$ cat src/rtl/aliquot_sum_trial_division_defines.svh
// assertion macros used by the rtl files (included by aliq_ctrl)
`ifndef ALIQUOT_SUM_TRIAL_DIVISION_DEFINES_SVH
`define ALIQUOT_SUM_TRIAL_DIVISION_DEFINES_SVH

// same-cycle implication, disabled while in reset
`define ALIQ_ASSERT_NOW(lbl, ante, cons, msg) \
	lbl: assert property (@(posedge clk) disable iff (!arst_n) (ante) |-> (cons)) \
		else $error(msg);

// next-cycle implication, disabled while in reset
`define ALIQ_ASSERT_NEXT(lbl, ante, cons, msg) \
	lbl: assert property (@(posedge clk) disable iff (!arst_n) (ante) |=> (cons)) \
		else $error(msg);

`endif

$ cat src/rtl/aliq_pkg.sv
`default_nettype none

package aliq_pkg;

	localparam int NUM_WIDTH_DEF = 20;
	localparam int SUM_WIDTH     = 23;

	// controller to datapath
	typedef struct packed {
		logic load;
		logic clear_sum;
		logic div_start;
		logic accum;
		logic next_div;
	} cmd_t;

	// datapath to controller
	typedef struct packed {
		logic small_num;
		logic div_done;
		logic quo_lt_div;
		logic rem_zero;
	} status_t;

endpackage

`default_nettype wire

$ cat src/rtl/aliq_div.sv
`default_nettype none

// restoring divider, one quotient bit per cycle
module aliq_div #(
	parameter int W = aliq_pkg::NUM_WIDTH_DEF
) (
	input  wire logic         clk,
	input  wire logic         arst_n,
	input  wire logic         start,
	input  wire logic [W-1:0] dividend,
	input  wire logic [W-1:0] divisor,
	output logic              done,
	output logic [W-1:0]      quotient,
	output logic [W-1:0]      remainder
);

	localparam int CNT_W = $clog2(W + 1);

	logic             run_q;
	logic             done_q;
	logic [CNT_W-1:0] cnt_q;
	logic [W-1:0]     quo_q;
	logic [W-1:0]     rem_q;
	logic [W:0]       rem_sh;
	logic [W:0]       diff;
	logic             ge;

	assign rem_sh = {rem_q, quo_q[W-1]};
	assign diff   = rem_sh - {1'b0, divisor};
	assign ge     = rem_sh >= {1'b0, divisor};

	always_ff @(posedge clk or negedge arst_n) begin
		if (!arst_n) begin
			run_q  <= 1'b0;
			done_q <= 1'b0;
			cnt_q  <= '0;
		end else begin
			done_q <= 1'b0;
			if (start) begin
				run_q <= 1'b1;
				cnt_q <= CNT_W'(W);
			end else if (run_q) begin
				cnt_q <= cnt_q - 1'b1;
				if (cnt_q == CNT_W'(1)) begin
					run_q  <= 1'b0;
					done_q <= 1'b1;
				end
			end
		end
	end

	always_ff @(posedge clk) begin
		if (start) begin
			quo_q <= dividend;
			rem_q <= '0;
		end else if (run_q) begin
			quo_q <= {quo_q[W-2:0], ge};
			rem_q <= ge ? diff[W-1:0] : rem_sh[W-1:0];
		end
	end

	assign done      = done_q;
	assign quotient  = quo_q;
	assign remainder = rem_q;

endmodule

`default_nettype wire

$ cat src/rtl/aliq_dpath.sv
`default_nettype none

// operand, trial divisor and running sum registers around the divider
module aliq_dpath #(
	parameter int NUM_WIDTH = aliq_pkg::NUM_WIDTH_DEF
) (
	input  wire logic                           clk,
	input  wire logic                           arst_n,
	input  wire aliq_pkg::cmd_t                 cmd,
	input  wire logic [NUM_WIDTH-1:0]           number_in,
	output aliq_pkg::status_t                   status,
	output logic [aliq_pkg::SUM_WIDTH-1:0]      divisor_sum
);

	localparam int SW    = aliq_pkg::SUM_WIDTH;
	localparam int ACC_W = ((NUM_WIDTH > SW) ? NUM_WIDTH : SW) + 2;
	localparam logic [ACC_W-1:0] SUM_MAX = ACC_W'({SW{1'b1}});

	logic [NUM_WIDTH-1:0] n_q;
	logic [NUM_WIDTH-1:0] d_q;
	logic [SW-1:0]        sum_q;
	logic [NUM_WIDTH-1:0] quo;
	logic [NUM_WIDTH-1:0] rem;
	logic                 div_done;
	logic [ACC_W-1:0]     addend;
	logic [ACC_W-1:0]     total;

	aliq_div #(.W(NUM_WIDTH)) u_div (
		.clk      (clk),
		.arst_n   (arst_n),
		.start    (cmd.div_start),
		.dividend (n_q),
		.divisor  (d_q),
		.done     (div_done),
		.quotient (quo),
		.remainder(rem)
	);

	// divisor plus cofactor, cofactor once on a square
	always_comb begin
		addend = ACC_W'(d_q);
		if (quo != d_q)
			addend = addend + ACC_W'(quo);
		total = ACC_W'(sum_q) + addend;
	end

	always_ff @(posedge clk) begin
		if (cmd.load) begin
			n_q   <= number_in;
			d_q   <= NUM_WIDTH'(2);
			sum_q <= SW'(1);
		end else begin
			if (cmd.clear_sum)
				sum_q <= '0;
			else if (cmd.accum)
				sum_q <= (total > SUM_MAX) ? SUM_MAX[SW-1:0] : total[SW-1:0];
			if (cmd.next_div)
				d_q <= d_q + 1'b1;
		end
	end

	assign status.small_num  = (n_q[NUM_WIDTH-1:1] == '0);
	assign status.div_done   = div_done;
	assign status.quo_lt_div = (quo < d_q);
	assign status.rem_zero   = (rem == '0);
	assign divisor_sum       = sum_q;

endmodule

`default_nettype wire

$ cat src/rtl/aliq_ctrl.sv
`default_nettype none

`include "aliquot_sum_trial_division_defines.svh"

// sequencer for the trial division walk
module aliq_ctrl (
	input  wire logic              clk,
	input  wire logic              arst_n,
	input  wire logic              start,
	input  wire aliq_pkg::status_t status,
	output aliq_pkg::cmd_t         cmd,
	output logic                   busy,
	output logic                   done
);

	localparam logic [2:0] S_IDLE  = 3'd0;
	localparam logic [2:0] S_CHECK = 3'd1;
	localparam logic [2:0] S_DIV   = 3'd2;
	localparam logic [2:0] S_EVAL  = 3'd3;
	localparam logic [2:0] S_FIN   = 3'd4;

	logic [2:0] st_q;
	logic [2:0] st_d;

	always_comb begin
		st_d = st_q;
		cmd  = '0;
		unique case (st_q)
			S_IDLE: begin
				if (start) begin
					cmd.load = 1'b1;
					st_d     = S_CHECK;
				end
			end
			S_CHECK: begin
				if (status.small_num) begin
					cmd.clear_sum = 1'b1;
					st_d          = S_FIN;
				end else begin
					cmd.div_start = 1'b1;
					st_d          = S_DIV;
				end
			end
			S_DIV: begin
				if (status.div_done)
					st_d = S_EVAL;
			end
			S_EVAL: begin
				// divisor past the square root once quotient drops below it
				if (status.quo_lt_div) begin
					st_d = S_FIN;
				end else begin
					cmd.accum     = status.rem_zero;
					cmd.next_div  = 1'b1;
					cmd.div_start = 1'b1;
					st_d          = S_DIV;
				end
			end
			S_FIN: st_d = S_IDLE;
			default: st_d = S_IDLE;
		endcase
	end

	always_ff @(posedge clk or negedge arst_n) begin
		if (!arst_n)
			st_q <= S_IDLE;
		else
			st_q <= st_d;
	end

	assign busy = (st_q != S_IDLE);
	assign done = (st_q == S_FIN);

	`ALIQ_ASSERT_NEXT(a_accept_busy, start && !busy, busy, "accepted word did not raise busy")
	`ALIQ_ASSERT_NEXT(a_done_idle, done, !busy, "block not idle after result strobe")
	`ALIQ_ASSERT_NOW(a_done_src, done, ($past(st_q) == S_CHECK) || ($past(st_q) == S_EVAL), "result strobe from unexpected state")

endmodule

`default_nettype wire

$ cat src/rtl/aliquot_sum_trial_division.sv
// aliquot sum by trial division: one word in, one result word out
// inputs below 2 finish straight from the check, else the walk runs one divider pass
// per trial divisor; one word at a time, the next taken the cycle after done;
// the receiver cannot stall, done pulses for one cycle
// reset: arst_n asynchronous active low returns the sequencer to idle, no word pending
`default_nettype none

module aliquot_sum_trial_division #(
	parameter int NUM_WIDTH = aliq_pkg::NUM_WIDTH_DEF
) (
	input  wire logic                      clk,
	input  wire logic                      arst_n,
	// command side: word taken when start is high and busy is low
	input  wire logic                      start,
	input  wire logic [NUM_WIDTH-1:0]      number_in,
	output logic                           busy,
	// result side: done marks divisor_sum for exactly one cycle
	output logic                           done,
	output logic [aliq_pkg::SUM_WIDTH-1:0] divisor_sum
);

	aliq_pkg::cmd_t    cmd;
	aliq_pkg::status_t status;

	// controller walks divisors d = 2, 3, ... and stops once n/d < d,
	// which is the same test as d*d > n without a multiplier
	aliq_ctrl u_ctrl (
		.clk   (clk),
		.arst_n(arst_n),
		.start (start),
		.status(status),
		.cmd   (cmd),
		.busy  (busy),
		.done  (done)
	);

	// datapath holds n, d and a saturating sum; a divisor that divides n adds
	// itself and its cofactor, the cofactor only once when n is d squared
	aliq_dpath #(.NUM_WIDTH(NUM_WIDTH)) u_dpath (
		.clk        (clk),
		.arst_n     (arst_n),
		.cmd        (cmd),
		.number_in  (number_in),
		.status     (status),
		.divisor_sum(divisor_sum)
	);

endmodule

`default_nettype wire
$ cat config.mk
export PLATFORM = sky130hd
export DESIGN_NAME = aliquot_sum_trial_division
export DESIGN_NICKNAME = d
export VERILOG_FILES = /design/src/rtl/aliq_pkg.sv /design/src/rtl/aliq_div.sv /design/src/rtl/aliq_dpath.sv /design/src/rtl/aliq_ctrl.sv /design/src/rtl/aliquot_sum_trial_division.sv
export VERILOG_INCLUDE_DIRS = /design/src /design/src/rtl
export SDC_FILE = /design/constraint.sdc
export NUM_CORES = 1
export LEC_CHECK = 0
export BUFFER_PORTS_ARGS = -buffer_cell sky130_fd_sc_hd__buf_2
export CORE_MARGIN = 3
export CORE_UTILIZATION = 25
export DETAILED_ROUTE_END_ITERATION = 8
export SYNTH_ARGS = -nofsm -noshare
export SYNTH_HDL_FRONTEND = slang
export SYNTH_HIERARCHICAL = 1
export SYNTH_SLANG_ARGS = --single-unit
$ cat constraint.sdc
create_clock -name clk -period 4 [get_ports clk]
set_clock_uncertainty 0.1 [all_clocks]
set_input_delay 0.4 -clock clk [delete_from_list [all_inputs] [get_ports clk]]
set_output_delay 0.4 -clock clk [all_outputs]
set_load 0.005 [all_outputs]
==> qor.yml, run 1 <==
die:
  rows: 66
  dieWidth_um: 189
  dieHeight_um: 189
  initial_utilization_pct: 25.6
  core-area_um2: 32900
  ios: 48
  fp.dieArea_um2: 35900
detailed_routing:
  ant_nets: 0
  drt-initial-drc-count: 407
  vias: 7770
  vias_per_cell: 4.77
  wl_per_cell_um: 15.1
  post-route-drc-count: 0
  dr.pass1.iters: 7
  drt_wl_total_um: 24600
global_routing:
  grt_pass1_wl_um: 39000
  grt_usage_pct: 13.4
  grt_pass1_vias: 7559
  grt_antenna_before_repair: 0
  grt_max_degree: 41
  grt_remaining_overflow: 0
job:
  maxCapViolations: 0
logic_synthesis:
  yosysSeqAreaShare_pct: 32.3
  syn_nets: 1073
  syn_inst: 961
  synth_ff_type: "dfxtp_1"
  synth_top_area_share_pct: 15.0
  synth_enable_flop_cells: 40
  yosysUniqueCellTypes: 80
  synthTopCellsByCount: "91 x nor2_1, 86 x ha_1, 78 x inv_1"
  yosys_register_bits: 113
  synthMostInstantiatedCell: "nor2_1"
  synth_warnings: 6
  synth_area_um2: 8410
  yosysTopAreaCell: "dfxtp_1"
  async_reset_ff_share_pct: 8.85
  synth_area_leaders: "dfxtp_1 15%, edfxtp_1 14%, ha_1 13%"
  syn_avg_cell_area_um2: 8.75
layout:
  stdcell_count: 1629
  drive_gt1_share_pct: 31.1
  insertedDiodeCount: 0
  final_core_util_pct: 34.6
  area_growth_pct: 35.5
  finalNetCount: 1286
clocking:
  clock-sinks: 113
  clk_latency_ns: 0.42
  cts_buffers: 17
  htree_levels: 4
  cts_tree: "built"
  cts_buffer_depth: 2
  root_buffer: "clkbuf_16"
  path_clk_slew_ns: 0.07
sta:
  fin_crit_sh_pct: 111
  setup_slack_ns: -0.451
  tns_ns: -5.88
  setup_viol: 23
  report.final.slew_viol_count: 0
  tightest_slew_ns: 0.734
  min_period_ns: 4.45
  grt_setup_unrepaired: "true"
  slew_headroom_pct: 51.1
  max_freq_mhz: 225
  report.final.hold_viol_count: 0
setup_path:
  setup.worst_path.end_class: "register"
  worstPathArrival_ns: 4.65
  cp-start-kind: "register"
  path_class: "reg2reg"
  cp.required_ns: 4.20
  cp_max_fo: 3
place:
  hpwl_um: 19000
  place.gp.congestion: 0.891
  place_ws_ns: -0.418
  dp.cells: 1581
  io_buffers: 47
pwr:
  clkPwrFrac_pct: 17.5
  p_sw_mw: 3.75
  seqPwrFrac_pct: 22.0
  comb_power_share_pct: 60.5
  vdd_drop_max_mv: 0.367
  p_leak_nw: 4.68
  total_power_mw: 8.74
  swShare_pct: 42.9
  power.internal_mw: 4.98
  p_per_area_nw_per_um2: 767
status:
  status: "finished with violations"
  violations: "negative setup slack"
hold_path:
  hp-class: "in2reg"
==> path summary, 6_finish.rpt <==
kind	slack (ns)	to	cells past startpoint	from
setup / recovery	-0.45	u_dpath/divisor_sum[22]	20	u_dpath/u_div/quotient[0]
setup reg to reg	-0.45	u_dpath/divisor_sum[22]	20	u_dpath/u_div/quotient[0]
max in group asynchronous	3.32	u_ctrl/st_q[2]	2	arst_n
min in group asynchronous	0.29	u_dpath/u_div/cnt_q[1]	2	arst_n
hold reg to reg	0.40	u_dpath/u_div/remainder[4]	2	u_dpath/u_div/remainder[4]
hold / removal	0.05	u_dpath/n_q[0]	1	number_in[0]
==> state kept, by name, indices dropped and copies added (netlist names) <==
register and cells:
u_dpath/n_q 20, u_dpath/u_div/quotient 20, u_dpath/u_div/remainder 20, u_dpath/divisor_sum 23
u_dpath/u_div/cnt_q 5, u_dpath/u_div/run_q 1, u_dpath/u_div/done 1, u_dpath/d_q 20
u_ctrl/st_q 3
==> what timing repair did <==
item,4_1_cts,5_1_grt
endpoints found under the hold margin,10,0
hold buffers,1,0
gates resized for setup,28,46
setup buffers,8,8
setup endpoints to repair,23,31
pin swaps,24,49
==> metal layers <==
layer	part of all wire, %	GRT usage (%)	vias up	wire length (µm)
li1	-	-	3888	-
met1	48	17.7	3700	11700
met2	47	22.8	151	11600
met3	3.1	1.80	31	758
met4	2.1	4.07	0	515
met5	0	0	-	0
==> cell families (layout without fill, tap and decap cells) <==
group                      after synthesis  after routing  synth area share, %
AOI/OAI and AO/OA                      257            257                 20.3
xor gates and xnor gates                70             70                 7.29
adders and majority gates               89             89                 13.5
buffers and inverters                  112            338                 5.58
DFF                                    113            113                 32.3
muxes                                   34             34                 4.35
and+or+nand+nor                        286            286                 16.7
==> per-stage QoR <==
step,hold WS (ns),area (µm²)
after floorplan,0.00441,8470
after global placement,0.175,10400
after detailed placement,0.172,10400
after CTS,0.0333,11100
after global routing,0.0397,11400
final,0.0483,11400
==> final cells by class <==
class,count,area (µm²)
fill,3411,21500
multi-input combinational,736,5560
sequential,113,2720
timing repair buffer,228,1680
tap,442,553
clock buffer,18,450
inverter,78,293
clock inverter,14,134
==> cell usage in the layout (no fill, tap or decap), drive strengths merged, types with 20 or more instances in the layout <==
cell type and instances:
a21oi 84, buf 227, dfxtp 63, edfxtp 40, ha 86, inv 88, mux2 20, nand2 69
nand3 22, nor2 92, o21ai 61, xnor2 48, xor2 22
==> worst max-delay path, cell delays in order, from the launching register on <==
cell	delay, ns
edfxtp_1	0.40
ha_4	0.16
inv_2	0.04
fa_2	0.35
or2_1	0.25
a221oi_2	0.30
o221ai_2	0.17
a21oi_2	0.24
or2_4	0.18
xnor2_2	0.10
o21ai_1	0.09
ha_1	0.33
buf_6	0.13
nor2b_1	0.12
a311oi_2	0.31
o211ai_1	0.20
a221oi_2	0.31
nand2b_4	0.21
inv_2	0.04
o211ai_1	0.18
a31oi_1	0.11
==> power by group through the flow <==
stage                     clock, mW  sequential, mW  combinational (mW)
after CTS                      1.56            1.92                5.09
after floorplan                   0            1.83                3.40
final                          1.53            1.92                5.29
after global routing           1.61            1.97                5.80
after detailed placement          0            1.94                5.00
after global placement            0            1.93                4.92
Note: power is estimated with default switching activity, not from simulation.
==> run 2, diff against run 1 <==
- CTS_CLUSTER_SIZE: not set -> 16
- SETUP_SLACK_MARGIN: not set -> 0.1
==> qor.yml, run 2 (same netlist as run 1, synthesis figures left out) <==
status:
  status: "finished with violations"
  violations: "negative setup slack"
layout:
  area_growth_pct: 33.8
  most-common-layout-cells: "166 x buf_4, 88 x nor2_1, 83 x ha_1"
  regArea_um2: 2720
  n_fill_cell: 3424
  insertedDiodeCount: 0
  finalNetCount: 1281
  drive_gt1_share_pct: 29.4
  stdcell_count: 1624
  final_area_um2: 11300
  final_common_cell: "buf_4"
  multi_input_area_um2: 5470
  largest_reg_flops: 23
job:
  maxCapViolations: 0
clocking:
  cts_tree: "built"
  root_buffer: "clkbuf_16"
  path_clk_slew_ns: 0.07
  htree_levels: 4
  cts_buffer_depth: 2
  clk_latency_ns: 0.42
  clock-sinks: 113
  cts_buffers: 17
die:
  dieHeight_um: 189
  core-area_um2: 32900
  dieWidth_um: 189
  rows: 66
  initial_utilization_pct: 25.6
  ios: 48
  fp.dieArea_um2: 35900
place:
  dp.cells: 1578
  io_buffers: 47
  hpwl_um: 19000
  place.gp.congestion: 0.901
  placed_area_um2: 10300
detailed_routing:
  drt_wl_total_um: 24200
  drt-initial-drc-count: 442
  met1_length_um: 11300
  vias_per_cell: 4.75
  wl_met3_um: 1020
  wl_per_cell_um: 14.9
  ant_nets: 0
  route.met2.wl_um: 11400
  vias: 7712
  highest_layer: "met4"
  dr.pass1.iters: 5
  post-route-drc-count: 0
setup_path:
  path_class: "reg2reg"
  cp_max_fo: 3
  cp-start-kind: "register"
  worstPathArrival_ns: 4.58
  crit_path_cell_trace: "ha_4, inv_2, fa_2, or2_4, a221oi_4, o221ai_2, a21oi_2, o211ai_2, buf_4, nand2b_4, a21oi_2, xnor2_1, o21ai_1, ha_1, a21o_1, nand3_1, nand2_1, a21boi_1, o31a_1, o211a_1, buf_6, nor4bb_2, a31oi_1"
  cp.required_ns: 4.20
  max_stage_delay_ns: 0.38
  cp_slowest_cell: "edfxtp_1"
  reg2reg_from: "u_dpath/u_div/quotient[0]"
  cp-startpoint: "u_dpath/u_div/quotient[0]"
  setup.worst_path.end_class: "register"
  critPathMostFrequentCell: "a21oi_2"
sta:
  setup_slack_ns: -0.381
  slew_headroom_pct: 45.5
  report.final.slew_viol_count: 0
  report.final.hold_viol_count: 0
  fin_crit_sh_pct: 110
  tns_ns: -5.86
  tightest_slew_ns: 0.818
  setup_viol: 23
  max_freq_mhz: 228
  grt_setup_unrepaired: "true"
  min_period_ns: 4.38
global_routing:
  grt_remaining_overflow: 0
  grt_antenna_before_repair: 0
  grt_pass1_vias: 7545
  grt_pass1_wl_um: 38200
  grt_max_degree: 41
  grt_usage_pct: 13.2
hold_path:
  holdCritStartpoint: "number_in[2]"
  hp-class: "in2reg"
pwr:
  vdd_drop_max_mv: 0.358
  p_leak_nw: 4.65
  p_per_area_nw_per_um2: 771
==> run 2: cell types whose count changed in the layout (fill, tap and decap cells not counted), sizes merged <==
cell / delta
clkbuf: -1
buf: -5
clkinvlp: +1
inv: -2
bufinv: +2
==> run 2: worst max-delay path: cells and delay by family, from the launching register on <==
family                   cells  cell delay, ns
buffers and inverters        3            0.33
adder cells (fa/ha/maj)      3            0.77
XOR/XNOR                     1            0.12
flip-flops                   1            0.38
AO/OA/AOI/OAI               11            1.88
AND/OR/NAND/NOR              5            0.68
==> run 2: final timing paths <==
kind | endpoint | slack (ns) | depth (start not counted)
worst max register to register | u_dpath/divisor_sum[22] | -0.38 | 23
worst min-delay path | u_dpath/n_q[2] | 0.05 | 1
worst min register to register | u_dpath/u_div/remainder[4] | 0.40 | 2
worst max-delay path | u_dpath/divisor_sum[22] | -0.38 | 23
max in group asynchronous | u_dpath/u_div/done | 3.31 | 2
min in group asynchronous | u_dpath/u_div/cnt_q[0] | 0.30 | 2
==> run 2: cell type report <==
| class | instances | area share [%] |
|---|---|---|
| inverters | 78 | 2.60 |
| flip-flops and latches | 113 | 24.2 |
| multi-input cells | 736 | 48.6 |
| clock inverters | 15 | 1.53 |
| clock buffers | 17 | 3.78 |
| repair buffers | 223 | 14.4 |
| well taps | 442 | 4.91 |
==> run 2: timing repair <==
item | CTS | global route
gates cloned | 0 | 0
pin swaps | 31 | 27
endpoints found under the hold margin | 10 | 0
hold buffers | 1 | 0
buffers inserted | 7 | 6
endpoints found under the setup margin | 24 | 29
resized for setup | 17 | 29
==> run 2: metal layers <==
layer	global-route usage, %	vias to the layer above
met5	0	-
met4	4.66	0
met3	2.37	27
met2	22.1	171
met1	17.2	3649
li1	-	3865
==> run 2: stage by stage <==
step | total power [mW] | setup WS, ns | util [%] | hold slack (ns)
after detailed placement | 6.89 | -0.380 | 31.4 | 0.177
after global routing | 9.34 | -0.557 | 34.2 | 0.0321
after floorplan | 5.23 | -0.0648 | - | 0.00441
after global placement | 6.82 | -0.297 | 31.4 | 0.174
after CTS | 8.56 | -0.333 | 33.7 | 0.0347
final | 8.67 | -0.381 | 34.2 | 0.0548
==> run 2: report_power, final <==
part           switching, mW  internal [mW]
combinational           2.71           2.46
sequential             0.322           1.60
clock                  0.637          0.938
